File: config.mk
export PLATFORM = sky130hd
export DESIGN_NAME = smbus_read_word_pec_master_core
export DESIGN_NICKNAME = d
export VERILOG_FILES = /design/src/rtl/smbrw_pkg.sv /design/src/rtl/smbrw_engine.sv /design/src/rtl/smbus_read_word_pec_master_core.sv
export SDC_FILE = /design/constraint.sdc
export NUM_CORES = 1
export LEC_CHECK = 0
export BUFFER_PORTS_ARGS = -buffer_cell sky130_fd_sc_hd__clkbuf_2
export CORE_ASPECT_RATIO = 1.5
export CORE_MARGIN = 2
export CORE_UTILIZATION = 60
export CTS_CLUSTER_DIAMETER = 30
export DETAILED_ROUTE_END_ITERATION = 12
export PLACE_DENSITY = 0.8
export SLEW_MARGIN = 25
export SYNTH_ARGS = -nofsm -noshare
export SYNTH_HDL_FRONTEND = slang
export SYNTH_SLANG_ARGS = --single-unit
File: constraint.sdc
create_clock -name clk -period 10.65 [get_ports clk]
set_clock_uncertainty 0.05 [all_clocks]
set_input_delay 2.13 -clock clk [delete_from_list [all_inputs] [get_ports clk]]
set_output_delay 2.13 -clock clk [all_outputs]
set_load 0.02 [all_outputs]
File: src/rtl/smbrw_pkg.sv
// shared types, codes and helper functions of the smbus read-word master
`timescale 1ns / 1ps

package smbrw_pkg;

    localparam int SlaveAddrW = 7;
    localparam int TicksW     = 16;
    localparam int AttemptsW  = 8;
    localparam int CfgDataW   = 16;
    localparam int CfgIndexW  = 2;
    localparam int InDataW    = 16;
    localparam int OutDataW   = 24;
    localparam int BitIdxW    = 4;
    localparam int PhaseW     = 2;

    localparam logic [7:0]         CrcPoly  = 8'h07;
    localparam logic [BitIdxW-1:0] AckBit   = 4'd8;
    localparam logic [PhaseW-1:0]  PhaseSet = 2'd0;
    localparam logic [PhaseW-1:0]  PhaseHi  = 2'd1;
    localparam logic [PhaseW-1:0]  PhaseLo  = 2'd2;
    localparam logic [PhaseW-1:0]  PhaseEnd = 2'd3;

    // configuration register indexes
    localparam logic [CfgIndexW-1:0] RegSlaveAddr    = 2'd0;
    localparam logic [CfgIndexW-1:0] RegTicksPerPhase = 2'd1;
    localparam logic [CfgIndexW-1:0] RegMaxAttempts  = 2'd2;

    // input item kinds
    localparam logic OpTick    = 1'b0;
    localparam logic OpRequest = 1'b1;

    typedef enum logic [10:0] {
        SEQ_IDLE     = 11'b000_0000_0001,
        SEQ_STOP     = 11'b000_0000_0010,
        SEQ_START1   = 11'b000_0000_0100,
        SEQ_TX_ADDRW = 11'b000_0000_1000,
        SEQ_TX_CMD   = 11'b000_0001_0000,
        SEQ_START2   = 11'b000_0010_0000,
        SEQ_TX_ADDRR = 11'b000_0100_0000,
        SEQ_RX_LOW   = 11'b000_1000_0000,
        SEQ_RX_HIGH  = 11'b001_0000_0000,
        SEQ_RX_PEC   = 11'b010_0000_0000,
        SEQ_FINSTOP  = 11'b100_0000_0000
    } seq_t;

    typedef struct packed {
        logic [SlaveAddrW-1:0] slave_address;
        logic [TicksW-1:0]     ticks_per_phase;
        logic [AttemptsW-1:0]  max_attempts;
    } cfg_t;

    typedef struct packed {
        logic [15:0] read_word;
        logic        failed;
        logic        done_res;
        logic        busy_res;
        logic        sda_out;
        logic        scl_out;
    } res_t;

    typedef struct packed {
        logic scl;
        logic sda;
    } drive_t;

    function automatic logic [7:0] crc8_byte(input logic [7:0] crc, input logic [7:0] b);
        logic [7:0] c;
        c = crc ^ b;
        for (int k = 0; k < 8; k++) begin
            c = c[7] ? ({c[6:0], 1'b0} ^ CrcPoly) : {c[6:0], 1'b0};
        end
        return c;
    endfunction

    function automatic logic seg_is_cond(input seq_t s);
        return (s == SEQ_STOP) || (s == SEQ_FINSTOP) || (s == SEQ_START1) || (s == SEQ_START2);
    endfunction

    function automatic logic seg_is_tx(input seq_t s);
        return (s == SEQ_TX_ADDRW) || (s == SEQ_TX_CMD) || (s == SEQ_TX_ADDRR);
    endfunction

    // line drives set on entry to a phase
    function automatic drive_t phase_drive(input seq_t s, input logic [PhaseW-1:0] ph,
                                           input logic [BitIdxW-1:0] bidx,
                                           input logic [7:0] sh, input drive_t cur);
        drive_t d;
        d = cur;
        case (s)
            SEQ_STOP, SEQ_FINSTOP:
            begin
                case (ph)
                    PhaseSet: d.scl = 1'b0;
                    PhaseHi:  d.sda = 1'b0;
                    PhaseLo:  d.scl = 1'b1;
                    default:  d.sda = 1'b1;
                endcase
            end
            SEQ_START1, SEQ_START2:
            begin
                case (ph)
                    PhaseSet: d.sda = 1'b1;
                    PhaseHi:  d.scl = 1'b1;
                    PhaseLo:  d.sda = 1'b0;
                    default:  d.scl = 1'b0;
                endcase
            end
            SEQ_IDLE:
            begin
                d = cur;
            end
            default:
            begin
                if (ph == PhaseSet) begin
                    if (seg_is_tx(s)) begin
                        d.sda = (bidx < AckBit) ? sh[7] : 1'b1;
                    end else begin
                        // master acks low and high bytes, nacks the pec byte
                        d.sda = (bidx < AckBit) ? 1'b1 : (s == SEQ_RX_PEC);
                    end
                end else if (ph == PhaseHi) begin
                    d.scl = 1'b1;
                end else begin
                    d.scl = 1'b0;
                end
            end
        endcase
        return d;
    endfunction

endpackage

File: src/rtl/smbrw_engine.sv
// transaction sequencer: bit timing, byte shifting, pec check and retries
`timescale 1ns / 1ps

module smbrw_engine
    import smbrw_pkg::*;
(
    input  logic       clk,
    input  logic       rst_n,
    input  logic       step,
    input  logic       op,
    input  logic [7:0] command,
    input  logic       sda_in,
    input  cfg_t       cfg,
    output res_t       res
);

    seq_t                 seq_reg, seq_next;
    logic [TicksW-1:0]    tick_reg, tick_next;
    logic [BitIdxW-1:0]   bit_reg, bit_next;
    logic [PhaseW-1:0]    phase_reg, phase_next;
    logic [7:0]           shift_reg, shift_next;
    logic [7:0]           low_reg, low_next;
    logic [7:0]           high_reg, high_next;
    logic [7:0]           pec_reg, pec_next;
    logic [AttemptsW-1:0] attempts_reg, attempts_next;
    logic [7:0]           cmd_reg, cmd_next;
    logic                 nack_reg, nack_next;
    drive_t               drv_reg, drv_next;

    logic [TicksW-1:0]    len;
    logic [TicksW-1:0]    tick_inc;
    logic [PhaseW:0]      ph_inc;
    logic                 cond;
    logic                 tx;
    logic                 seg_end;
    logic                 do_apply;
    logic                 fin_ok;
    logic                 fin_fail;
    logic [7:0]           addr_w;

    always_comb
    begin
        seq_next      = seq_reg;
        tick_next     = tick_reg;
        bit_next      = bit_reg;
        phase_next    = phase_reg;
        shift_next    = shift_reg;
        low_next      = low_reg;
        high_next     = high_reg;
        pec_next      = pec_reg;
        attempts_next = attempts_reg;
        cmd_next      = cmd_reg;
        nack_next     = nack_reg;
        drv_next      = drv_reg;
        do_apply      = 1'b0;
        fin_ok        = 1'b0;
        fin_fail      = 1'b0;
        seg_end       = 1'b0;
        len           = (cfg.ticks_per_phase == '0) ? TicksW'(1) : cfg.ticks_per_phase;
        tick_inc      = tick_reg + TicksW'(1);
        ph_inc        = {1'b0, phase_reg} + (PhaseW + 1)'(1);
        cond          = seg_is_cond(seq_reg);
        tx            = seg_is_tx(seq_reg);
        addr_w        = {cfg.slave_address, 1'b0};

        if (step) begin
            if (op == OpRequest) begin
                if (seq_reg == SEQ_IDLE) begin
                    cmd_next      = command;
                    attempts_next = cfg.max_attempts;
                    low_next      = '0;
                    high_next     = '0;
                    pec_next      = '0;
                    shift_next    = '0;
                    tick_next     = '0;
                    seq_next      = SEQ_STOP;
                    phase_next    = PhaseSet;
                    bit_next      = '0;
                    nack_next     = 1'b0;
                    do_apply      = 1'b1;
                end
            end else if (seq_reg != SEQ_IDLE) begin
                if (tick_inc >= len) begin
                    tick_next = '0;
                    if (!cond) begin
                        if (phase_reg == PhaseHi) begin
                            // sample at the end of scl high
                            if (bit_reg >= AckBit) begin
                                if (tx) begin
                                    nack_next = sda_in;
                                end
                            end else if (!tx) begin
                                shift_next = {shift_reg[6:0], sda_in};
                            end
                        end else if (phase_reg == PhaseLo && bit_reg < AckBit && tx) begin
                            shift_next = {shift_reg[6:0], 1'b0};
                        end
                    end
                    if (ph_inc < (cond ? (PhaseW + 1)'(4) : (PhaseW + 1)'(3))) begin
                        phase_next = ph_inc[PhaseW-1:0];
                        do_apply   = 1'b1;
                    end else begin
                        seg_end = 1'b1;
                        if (!cond) begin
                            bit_next = bit_reg + BitIdxW'(1);
                            if (bit_next <= AckBit) begin
                                phase_next = PhaseSet;
                                do_apply   = 1'b1;
                                seg_end    = 1'b0;
                            end else if (tx && nack_next) begin
                                seq_next   = SEQ_STOP;
                                phase_next = PhaseSet;
                                bit_next   = '0;
                                nack_next  = 1'b0;
                                do_apply   = 1'b1;
                                seg_end    = 1'b0;
                            end
                        end
                    end
                    if (seg_end) begin
                        phase_next = PhaseSet;
                        bit_next   = '0;
                        nack_next  = 1'b0;
                        do_apply   = 1'b1;
                        case (seq_reg)
                            SEQ_STOP:
                            begin
                                if (attempts_reg == '0) begin
                                    seq_next = SEQ_IDLE;
                                    drv_next = '{scl: 1'b1, sda: 1'b1};
                                    do_apply = 1'b0;
                                    fin_fail = 1'b1;
                                end else begin
                                    attempts_next = attempts_reg - AttemptsW'(1);
                                    pec_next      = '0;
                                    seq_next      = SEQ_START1;
                                end
                            end
                            SEQ_START1:
                            begin
                                shift_next = addr_w;
                                pec_next   = crc8_byte(pec_reg, addr_w);
                                seq_next   = SEQ_TX_ADDRW;
                            end
                            SEQ_TX_ADDRW:
                            begin
                                shift_next = cmd_reg;
                                pec_next   = crc8_byte(pec_reg, cmd_reg);
                                seq_next   = SEQ_TX_CMD;
                            end
                            SEQ_TX_CMD:
                            begin
                                seq_next = SEQ_START2;
                            end
                            SEQ_START2:
                            begin
                                shift_next = addr_w | 8'h01;
                                pec_next   = crc8_byte(pec_reg, addr_w | 8'h01);
                                seq_next   = SEQ_TX_ADDRR;
                            end
                            SEQ_TX_ADDRR:
                            begin
                                seq_next = SEQ_RX_LOW;
                            end
                            SEQ_RX_LOW:
                            begin
                                low_next = shift_next;
                                pec_next = crc8_byte(pec_reg, shift_next);
                                seq_next = SEQ_RX_HIGH;
                            end
                            SEQ_RX_HIGH:
                            begin
                                high_next = shift_next;
                                pec_next  = crc8_byte(pec_reg, shift_next);
                                seq_next  = SEQ_RX_PEC;
                            end
                            SEQ_RX_PEC:
                            begin
                                seq_next = SEQ_FINSTOP;
                            end
                            default:
                            begin
                                // closing stop: good pec ends, bad pec retries
                                if (pec_reg == shift_reg) begin
                                    seq_next = SEQ_IDLE;
                                    drv_next = '{scl: 1'b1, sda: 1'b1};
                                    do_apply = 1'b0;
                                    fin_ok   = 1'b1;
                                end else begin
                                    seq_next = SEQ_STOP;
                                end
                            end
                        endcase
                    end
                end else begin
                    tick_next = tick_inc;
                end
            end
        end

        if (do_apply) begin
            drv_next = phase_drive(seq_next, phase_next, bit_next, shift_next, drv_reg);
        end

        res.scl_out   = drv_next.scl;
        res.sda_out   = drv_next.sda;
        res.busy_res  = (seq_next != SEQ_IDLE);
        res.done_res  = fin_ok | fin_fail;
        res.failed    = fin_fail;
        res.read_word = {high_next, low_next};
    end

    always_ff @(posedge clk or negedge rst_n)
    begin
        if (!rst_n) begin
            seq_reg      <= SEQ_IDLE;
            tick_reg     <= '0;
            bit_reg      <= '0;
            phase_reg    <= PhaseSet;
            shift_reg    <= '0;
            low_reg      <= '0;
            high_reg     <= '0;
            pec_reg      <= '0;
            attempts_reg <= '0;
            cmd_reg      <= '0;
            nack_reg     <= 1'b0;
            drv_reg      <= '{scl: 1'b1, sda: 1'b1};
        end else begin
            seq_reg      <= seq_next;
            tick_reg     <= tick_next;
            bit_reg      <= bit_next;
            phase_reg    <= phase_next;
            shift_reg    <= shift_next;
            low_reg      <= low_next;
            high_reg     <= high_next;
            pec_reg      <= pec_next;
            attempts_reg <= attempts_next;
            cmd_reg      <= cmd_next;
            nack_reg     <= nack_next;
            drv_reg      <= drv_next;
        end
    end

    // bit counter covers eight data bits and the ack slot only
    assert property (@(posedge clk) disable iff (!rst_n) bit_reg <= AckBit)
        else $error("bit index past ack slot");

    // bit segments use three phases
    assert property (@(posedge clk) disable iff (!rst_n)
        (seq_reg != SEQ_IDLE && !seg_is_cond(seq_reg)) |-> phase_reg != PhaseEnd)
        else $error("fourth phase in a bit segment");

    // both lines released whenever the bus is idle
    assert property (@(posedge clk) disable iff (!rst_n)
        seq_reg == SEQ_IDLE |-> (drv_reg.scl && drv_reg.sda))
        else $error("line pulled low while idle");

endmodule

File: src/rtl/smbus_read_word_pec_master_core.sv
// top level: stream handshake, configuration registers and result register
`timescale 1ns / 1ps

// smbus read-word master with pec, driven by a stream of tick and request items
//
// input stream: s_axis_tuser is the item kind (0 = one timebase tick,
// 1 = read request); s_axis_tdata carries the command byte and the sampled
// sda level. every input item yields exactly one result item on the output
// stream: line drives (1 = release), busy, a one-item done pulse, failed and
// the last received word.
// an item accepted at an edge has its result in the output register from that edge on.
// one item per cycle is sustained while the receiver is ready, since the sequencer step
// is a single pass of logic between the state registers.
// when the receiver stalls, the output register holds its result and the
// input side takes a new item only in the same cycle the held one leaves.
// the bus timing is counted in items: each phase lasts ticks_per_phase ticks (0 counts as 1).
// configuration writes (cfg_we, cfg_index, cfg_data) take effect at once and
// belong in idle periods. reset releases both lines, empties the output
// register and sets slave_address 0, ticks_per_phase 8, max_attempts 255.

module smbus_read_word_pec_master_core
    import smbrw_pkg::*;
(
    input  logic                 clk,
    input  logic                 rst_n,
    input  logic                 s_axis_tvalid,
    output logic                 s_axis_tready,
    input  logic [InDataW-1:0]   s_axis_tdata,  // command[7:0], sda_in[8], zero pad
    input  logic                 s_axis_tuser,  // op
    output logic                 m_axis_tvalid,
    input  logic                 m_axis_tready,
    output logic [OutDataW-1:0]  m_axis_tdata,  // scl_out, sda_out, busy_res, done_res,
                                                // failed, read_word[15:0], zero pad
    input  logic                 cfg_we,
    input  logic [CfgIndexW-1:0] cfg_index,
    input  logic [CfgDataW-1:0]  cfg_data
);

    cfg_t                cfg_reg;
    logic                out_valid_reg;
    res_t                out_res_reg;
    logic                accept;
    res_t                step_res;

    assign s_axis_tready = !out_valid_reg || m_axis_tready;
    assign accept        = s_axis_tvalid && s_axis_tready;

    smbrw_engine u_engine (
        .clk     (clk),
        .rst_n   (rst_n),
        .step    (accept),
        .op      (s_axis_tuser),
        .command (s_axis_tdata[7:0]),
        .sda_in  (s_axis_tdata[8]),
        .cfg     (cfg_reg),
        .res     (step_res)
    );

    always_ff @(posedge clk or negedge rst_n)
    begin
        if (!rst_n) begin
            cfg_reg.slave_address   <= '0;
            cfg_reg.ticks_per_phase <= TicksW'(8);
            cfg_reg.max_attempts    <= AttemptsW'(255);
        end else if (cfg_we) begin
            case (cfg_index)
                RegSlaveAddr:     cfg_reg.slave_address   <= cfg_data[SlaveAddrW-1:0];
                RegTicksPerPhase: cfg_reg.ticks_per_phase <= cfg_data[TicksW-1:0];
                RegMaxAttempts:   cfg_reg.max_attempts    <= cfg_data[AttemptsW-1:0];
                default:          cfg_reg                 <= cfg_reg;
            endcase
        end
    end

    always_ff @(posedge clk or negedge rst_n)
    begin
        if (!rst_n) begin
            out_valid_reg <= 1'b0;
        end else if (accept) begin
            out_valid_reg <= 1'b1;
        end else if (m_axis_tready) begin
            out_valid_reg <= 1'b0;
        end
    end

    always_ff @(posedge clk)
    begin
        if (accept) begin
            out_res_reg <= step_res;
        end
    end

    assign m_axis_tvalid = out_valid_reg;
    assign m_axis_tdata  = {(OutDataW - $bits(res_t))'(0), out_res_reg};

    // failure is only ever reported together with done
    assert property (@(posedge clk) disable iff (!rst_n)
        m_axis_tvalid |-> (!out_res_reg.failed || out_res_reg.done_res))
        else $error("failed without done");

    // the item that ends a transaction shows the bus idle
    assert property (@(posedge clk) disable iff (!rst_n)
        (m_axis_tvalid && out_res_reg.done_res) |->
            (!out_res_reg.busy_res && out_res_reg.scl_out && out_res_reg.sda_out))
        else $error("done while still busy");

    // a held result stays put until the receiver takes it
    assert property (@(posedge clk) disable iff (!rst_n)
        (m_axis_tvalid && !m_axis_tready) |=> (m_axis_tvalid && $stable(m_axis_tdata)))
        else $error("result changed while stalled");

endmodule

==> metrics.cfg, run 1 <==
[outcome]
outcome = completed

[worst_hold_path]
worstHoldStart = u_engine.high_reg[6]
hold_class = reg2reg

[clocking]
post_cts_buffers = 0
cts_made_buffers = 17
cts-root-buf = clkbuf_16
ctsResizeCount = 0
clock-sinks = 137
cts_hold_buf = 0
cts_tree = built
clkSlewWorstSetupHoldPaths_ns = 0.06
cts_buffer_depth = 2
cts.htree.levels = 4
clk_latency_ns = 0.42

[finish]
area_delta_synth_final_pct = 11.4
drive_gt1_share_pct = 18.6
fin_nets = 993
final_core_util_pct = 68.5
multi_input_area_um2 = 4760
antenna_cells = 0
final_common_cell = dfrtp_1
largest_register_ffs = 31
seqCellArea_um2 = 3550
fillers = 1115
final_cell_mix = 104 x dfrtp_1, 93 x nand2_1, 62 x xnor2_1, 55 x o21ai_0, 54 x clkbuf_2

[drt]
dr.pass1.iters = 5
wl_per_cell_um = 18.9
detail-route-antenna-nets = 0
drtIter0Drc = 609
vias = 7101
wl_um = 21400
drc = 0
viasPerCell = 6.28

[yosys]
synth_ff_type = dfrtp_1
synth-seq-area-share_pct = 41.3
postSynthCellCount = 886
synth_edf_count = 21
syn-mean-instance-area_um2 = 9.70
synthArstFlopShare_pct = 84.7
synth_area_um2 = 8600
synth_cell_types = 86
synth_seq_cells = 137
ys_warn_count = 0

[timing]
worst_pin_slew_ns = 0.842
fmax_ghz = 0.179
hold_viol = 0
maxSlewHeadroom_pct = 43.4
slew_violations = 0
rsz0062_at_grt = false
tns_ns = 0
setup_viol = 0
fin_crit_sh_pct = 52.5
post-route-min-period_ns = 5.59

[setup_path]
path_class = reg2reg
reg2reg_setup_slack_ns = 5.06
cp_max_fo = 15
slowest_delay_ns = 0.73
timing.rr.start = u_engine.seq_reg[6]
start_kind = flop
endpoint = m_axis_tdata[1]
cp-end-kind = flop
path_delay_family = simple AND/OR/NAND/NOR gates
rr_endpoint = m_axis_tdata[1]
critPathSlowestCell = nor4_4
path_buf_inv = 1
cp_data_arrival_time_ns = 5.70
reg2regPathDepth = 16
startpoint = u_engine.seq_reg[6]
path_cells = or4_4 -> nor4_4 -> or3_4 -> inv_2 -> ha_1 -> nor3b_1 -> a211oi_1 -> o211ai_1 -> a21oi_4 -> and3_1 -> a221o_1 -> nor4_2 -> o211ai_1 -> mux2i_1 -> nor4_1 -> a211oi_2
crit_top_cell = o211ai_1
crit_required_ns = 10.75
cp.depth = 16

[floorplan]
rows = 53
dieHeight_um = 151
coreArea_um2 = 14000
initial_core_util_pct = 61.5
die_x_um = 102
ios = 66
die_area_um2 = 15300

[power_and_ir_drop]
power_leakage_nw = 4.17
ir_drop_mv = 0.0984
pwr_density_cell_nw_per_um2 = 144

[placement]
port_buffers = 55
finalWeightedCongestion = 0.945
dp_hpwl_um = 15600

[grt]
grt.overflow.total = 0
grt.total_usage_pct = 29.3
antenna_found_initial = 0
grt_pass1_vias = 6948
grt_pass1_wl_um = 34800
grt_max_degree = 87

[job]
max_cap_viol_count = 0

per-layer routing:
metal / global-route usage [%] / wire (µm) / vias to the layer above
met3: 4.69 / 1160 / 79
met1: 34.1 / 8200 / 3410
li1: - / - / 3291
met2: 50.8 / 11000 / 321
met5: 0 / 0 / -
met4: 16.0 / 1040 / 0
per-stage QoR:
step           worst slack [ns]  total power [mW]  instances  hold slack (ns)  area (µm²)
2_1_floorplan              5.63             0.748        888            0.391        8610
3_3_place_gp               4.94             0.799       1099            0.419        8980
3_5_place_dp               4.89             0.809       1099            0.421        8990
4_1_cts                    5.16              1.39       1131            0.441        9580
5_1_grt                    4.72              1.44       1131            0.478        9580
6_report                   5.06              1.38       1131            0.441        9580
power by group:
group / internal (mW) / switching, mW
logic: 0.0822 / 0.108
clock network: 0.341 / 0.241
registers: 0.576 / 0.0352
layout make-up:
cell class / count / share of cell area [%]
repair buffers: 60 / 3.33
well taps: 192 / 2.51
multi-input cells: 674 / 49.6
clock buffers: 19 / 4.74
flip-flops and latches: 137 / 37.0
inverters: 36 / 1.41
clock inverters: 13 / 1.35
kinds of logic after synthesis:
family	after synthesis	synth area share, %
simple gates	290	17.3
compound gates	202	16.2
flops	137	41.3
xor+xnor	98	10.2
buf+inv	77	3.71
mux	54	7.23
fa+ha+maj	27	3.93
other cells	1	0.0436
worst min-delay path: cells and delay by family, from the launching register on:
family / cells / cell delay (ns)
compound gates: 1 / 0.07
simple gates: 1 / 0.05
flops: 1 / 0.33
Yosys cell counts, drive strengths merged (15+ instances only):
| library cell | count | share of area [%] |
|---|---|---|
| dfrtp | 104 | 30 |
| nor4 | 19 | 1.8 |
| nor3 | 22 | 1.3 |
| xnor2 | 63 | 6.5 |
| clkbuf | 30 | 1.3 |
| a21oi | 32 | 2.2 |
| edfxtp | 21 | 7.3 |
| nand3 | 33 | 2.0 |
| nor2 | 47 | 2.1 |
| mux2i | 15 | 2.1 |
| inv | 36 | 1.6 |
| mux2 | 39 | 5.1 |
| xor2 | 34 | 3.5 |
| nand2 | 93 | 4.1 |
| o21ai | 69 | 4.1 |
| ha | 27 | 3.9 |
worst min-delay path by stage:
| stage | to | slack [ns] | cells after the start |
|---|---|---|---|
| finish | u_engine.high_reg[6] | 0.44 | 2 |
| global route | u_engine.high_reg[6] | 0.48 | 2 |
| CTS | u_engine.high_reg[6] | 0.44 | 2 |
| detailed placement | u_engine.high_reg[6] | 0.42 | 2 |
| global placement | u_engine.high_reg[6] | 0.42 | 2 |
| floorplan | u_engine.high_reg[6] | 0.39 | 2 |
No activity file was read; power rests on OpenSTA's default activity.
==> inputs of run 2 (changes only) <==
--- a/config.mk
+++ b/config.mk
@@ -8,10 +8,10 @@
 export BUFFER_PORTS_ARGS = -buffer_cell sky130_fd_sc_hd__clkbuf_2
 export CORE_ASPECT_RATIO = 1.5
 export CORE_MARGIN = 2
-export CORE_UTILIZATION = 60
+export CORE_UTILIZATION = 55
 export CTS_CLUSTER_DIAMETER = 30
 export DETAILED_ROUTE_END_ITERATION = 12
-export PLACE_DENSITY = 0.8
+export PLACE_DENSITY = 0.77
 export SLEW_MARGIN = 25
 export SYNTH_ARGS = -nofsm -noshare
 export SYNTH_HDL_FRONTEND = slang
==> constraint.sdc (replaced) <==
create_clock -name clk -period 5 [get_ports clk]
set_clock_uncertainty 0.05 [all_clocks]
set_input_delay 1 -clock clk [delete_from_list [all_inputs] [get_ports clk]]
set_output_delay 1 -clock clk [all_outputs]
set_load 0.02 [all_outputs]
==> run 2 against run 1 <==
Effect of this change:
- register-to-register slack worse by 4.9 ns
- utilization down 5.1 points
- setup slack worse by 4.9 ns
- via count up 1.0%
- clock power up 110%
- non-clock buffer count up 26
- maximum frequency up 17%
- critical path type unchanged
==> metrics.cfg, run 2 (synthesis results as in run 1) <==
[finish]
fin_nets = 1019  ; +2.6%
antenna_cells = 0  ; unchanged
final_core_util_pct = 63.4  ; -5.1 points
largest_register_ffs = 31  ; unchanged
drive_gt1_share_pct = 21.3  ; +2.7 points
final_cell_mix = 102 x dfrtp_1, 93 x nand2_1, 62 x xnor2_1, 55 x o21ai_0, 54 x clkbuf_2
final_common_cell = dfrtp_1
seqCellArea_um2 = 3550  ; about the same
area_delta_synth_final_pct = 14.2
multi_input_area_um2 = 4770  ; +0.37%
fillers = 1304  ; +17%

[setup_path]
path_cells = buf_4 -> or4_4 -> nor4_4 -> or3_4 -> inv_2 -> ha_1 -> nor3b_1 -> a211oi_1 -> o211ai_1 -> a21oi_4 -> and3_1 -> a221o_1 -> nor4_2 -> nand3_1 -> and3_1 -> a211oi_2 -> a211oi_2
path_class = reg2reg
crit_required_ns = 5.12  ; -5.63 ns
path_buf_inv = 2  ; +1
cp-end-kind = flop
rr_endpoint = m_axis_tdata[1]
reg2regPathDepth = 17  ; +1
timing.rr.start = u_engine.seq_reg[7]
reg2reg_setup_slack_ns = 0.20  ; -4.85 ns
path_delay_family = simple AND/OR/NAND/NOR gates
cp_max_fo = 10  ; -5
start_kind = flop
slowest_delay_ns = 0.58  ; -0.15 ns
critPathSlowestCell = or4_4
cp_data_arrival_time_ns = 4.91  ; -0.79 ns

[worst_hold_path]
min_to = u_engine.tick_reg[15]
holdPathStages = 2  ; unchanged
worstHoldStart = u_engine.tick_reg[15]
hold_class = reg2reg

[timing]
hold_viol = 0  ; unchanged
fin_crit_sh_pct = 95.9  ; +43 points
post-route-min-period_ns = 4.80  ; -0.800 ns
setup_viol = 0  ; unchanged
final.setup.worst_slack_ns = 0.205  ; -4.85 ns
fmax_ghz = 0.209  ; +17%
tns_ns = 0  ; unchanged
worst_pin_slew_ns = 0.796  ; -0.0459 ns
maxSlewHeadroom_pct = 46.9  ; +3.5 points
rsz0062_at_grt = false
slew_violations = 0  ; unchanged

[floorplan]
rows = 56  ; +5.7%
die_area_um2 = 16700  ; +8.8%
initial_core_util_pct = 55.5  ; -5.9 points
coreArea_um2 = 15500  ; +11%
dieHeight_um = 157  ; +4.3%
die_x_um = 106  ; +4.3%
ios = 66  ; unchanged

[drt]
viasPerCell = 6.14  ; -2.2%
dr.pass1.iters = 8  ; +3
wl_per_cell_um = 19.1  ; +1.3%
detail-route-antenna-nets = 0  ; unchanged
wl_um = 22300  ; +4.6%
drtIter0Drc = 454  ; -25%
vias = 7173  ; +1.0%
drc = 0  ; unchanged

[clocking]
cts_buffer_depth = 2  ; unchanged
cts_tree = built
cts-root-buf = clkbuf_16
clock-sinks = 137  ; unchanged
clkSlewWorstSetupHoldPaths_ns = 0.06  ; about the same
cts.htree.levels = 4  ; unchanged
cts_made_buffers = 17  ; unchanged
cts_hold_buf = 0  ; unchanged
clk_latency_ns = 0.43  ; about the same

[grt]
antenna_found_initial = 0  ; unchanged
grt_pass1_wl_um = 36000  ; +3.4%
grt.total_usage_pct = 27.9  ; -1.4 points
grt_pass1_vias = 7110  ; +2.3%
grt_max_degree = 54  ; -38%
grt.overflow.total = 0  ; unchanged

[placement]
finalWeightedCongestion = 0.957  ; +1.3%
place_ws_ns = 0.211  ; -4.68 ns
dp_hpwl_um = 16800  ; +7.5%
port_buffers = 55  ; unchanged

[power_and_ir_drop]
power_leakage_nw = 4.29  ; +3.0%
pwr_density_cell_nw_per_um2 = 301  ; +110%
power_mw = 2.96  ; +110%
ir_drop_mv = 0.240  ; +140%

[outcome]
outcome = completed

[job]
max_cap_viol_count = 0  ; unchanged

## run 2: worst max-delay path by stage
stage	startpoint	to	slack [ns]	cells after the start
CTS	u_engine.tick_reg[0]	m_axis_tdata[1]	0.19	19
global route	u_engine.tick_reg[0]	m_axis_tdata[1]	0.008	19
global placement	u_engine.tick_reg[0]	m_axis_tdata[1]	0.32	19
finish	u_engine.seq_reg[7]	m_axis_tdata[1]	0.20	17
detailed placement	u_engine.seq_reg[7]	m_axis_tdata[1]	0.21	16
floorplan	u_engine.tick_reg[0]	m_axis_tdata[1]	0.55	18
## run 2: timing repair
action                     CTS  global route
gates resized for setup      0             7
setup buffers                0             1
setup endpoints to repair    0             1
## run 2: tightest hold or removal path, delay by kind of cell (launching register included)
kind | cells | cell delay, ns
and+or+nand+nor | 2 | 0.10
DFF | 1 | 0.36
## run 2: per-stage QoR
| step | hold slack [ns] | instance area [µm²] | cells |
|---|---|---|---|
| 4_1_cts | 0.449 | 9780 | 1167 |
| 2_1_floorplan | 0.391 | 8610 | 888 |
| 5_1_grt | 0.487 | 9820 | 1168 |
| 3_3_place_gp | 0.425 | 9200 | 1135 |
| 3_5_place_dp | 0.436 | 9200 | 1135 |
| 6_report | 0.447 | 9820 | 1168 |
## run 2: layout make-up
type                    count  share of cell area, %
clock buffers              17                   4.33
repair buffers             86                   5.33
inverters                  36                   1.38
multi-input cells         674                   48.6
clock inverters            15                   1.59
well taps                 203                   2.59
flip-flops and latches    137                   36.2
## run 2: where the power goes
group	internal, mW	switching [mW]
sequential	1.23	0.0760
combinational	0.179	0.235
clock	0.704	0.539
## run 2: routing by layer
metal | vias to the layer above | track usage [%] | wire length, µm
li1 | 3346 | - | -
met1 | 3488 | 31.0 | 8490
met2 | 244 | 49.3 | 11600
met3 | 95 | 4.76 | 939
met4 | 0 | 17.6 | 1270
met5 | - | 0 | 0
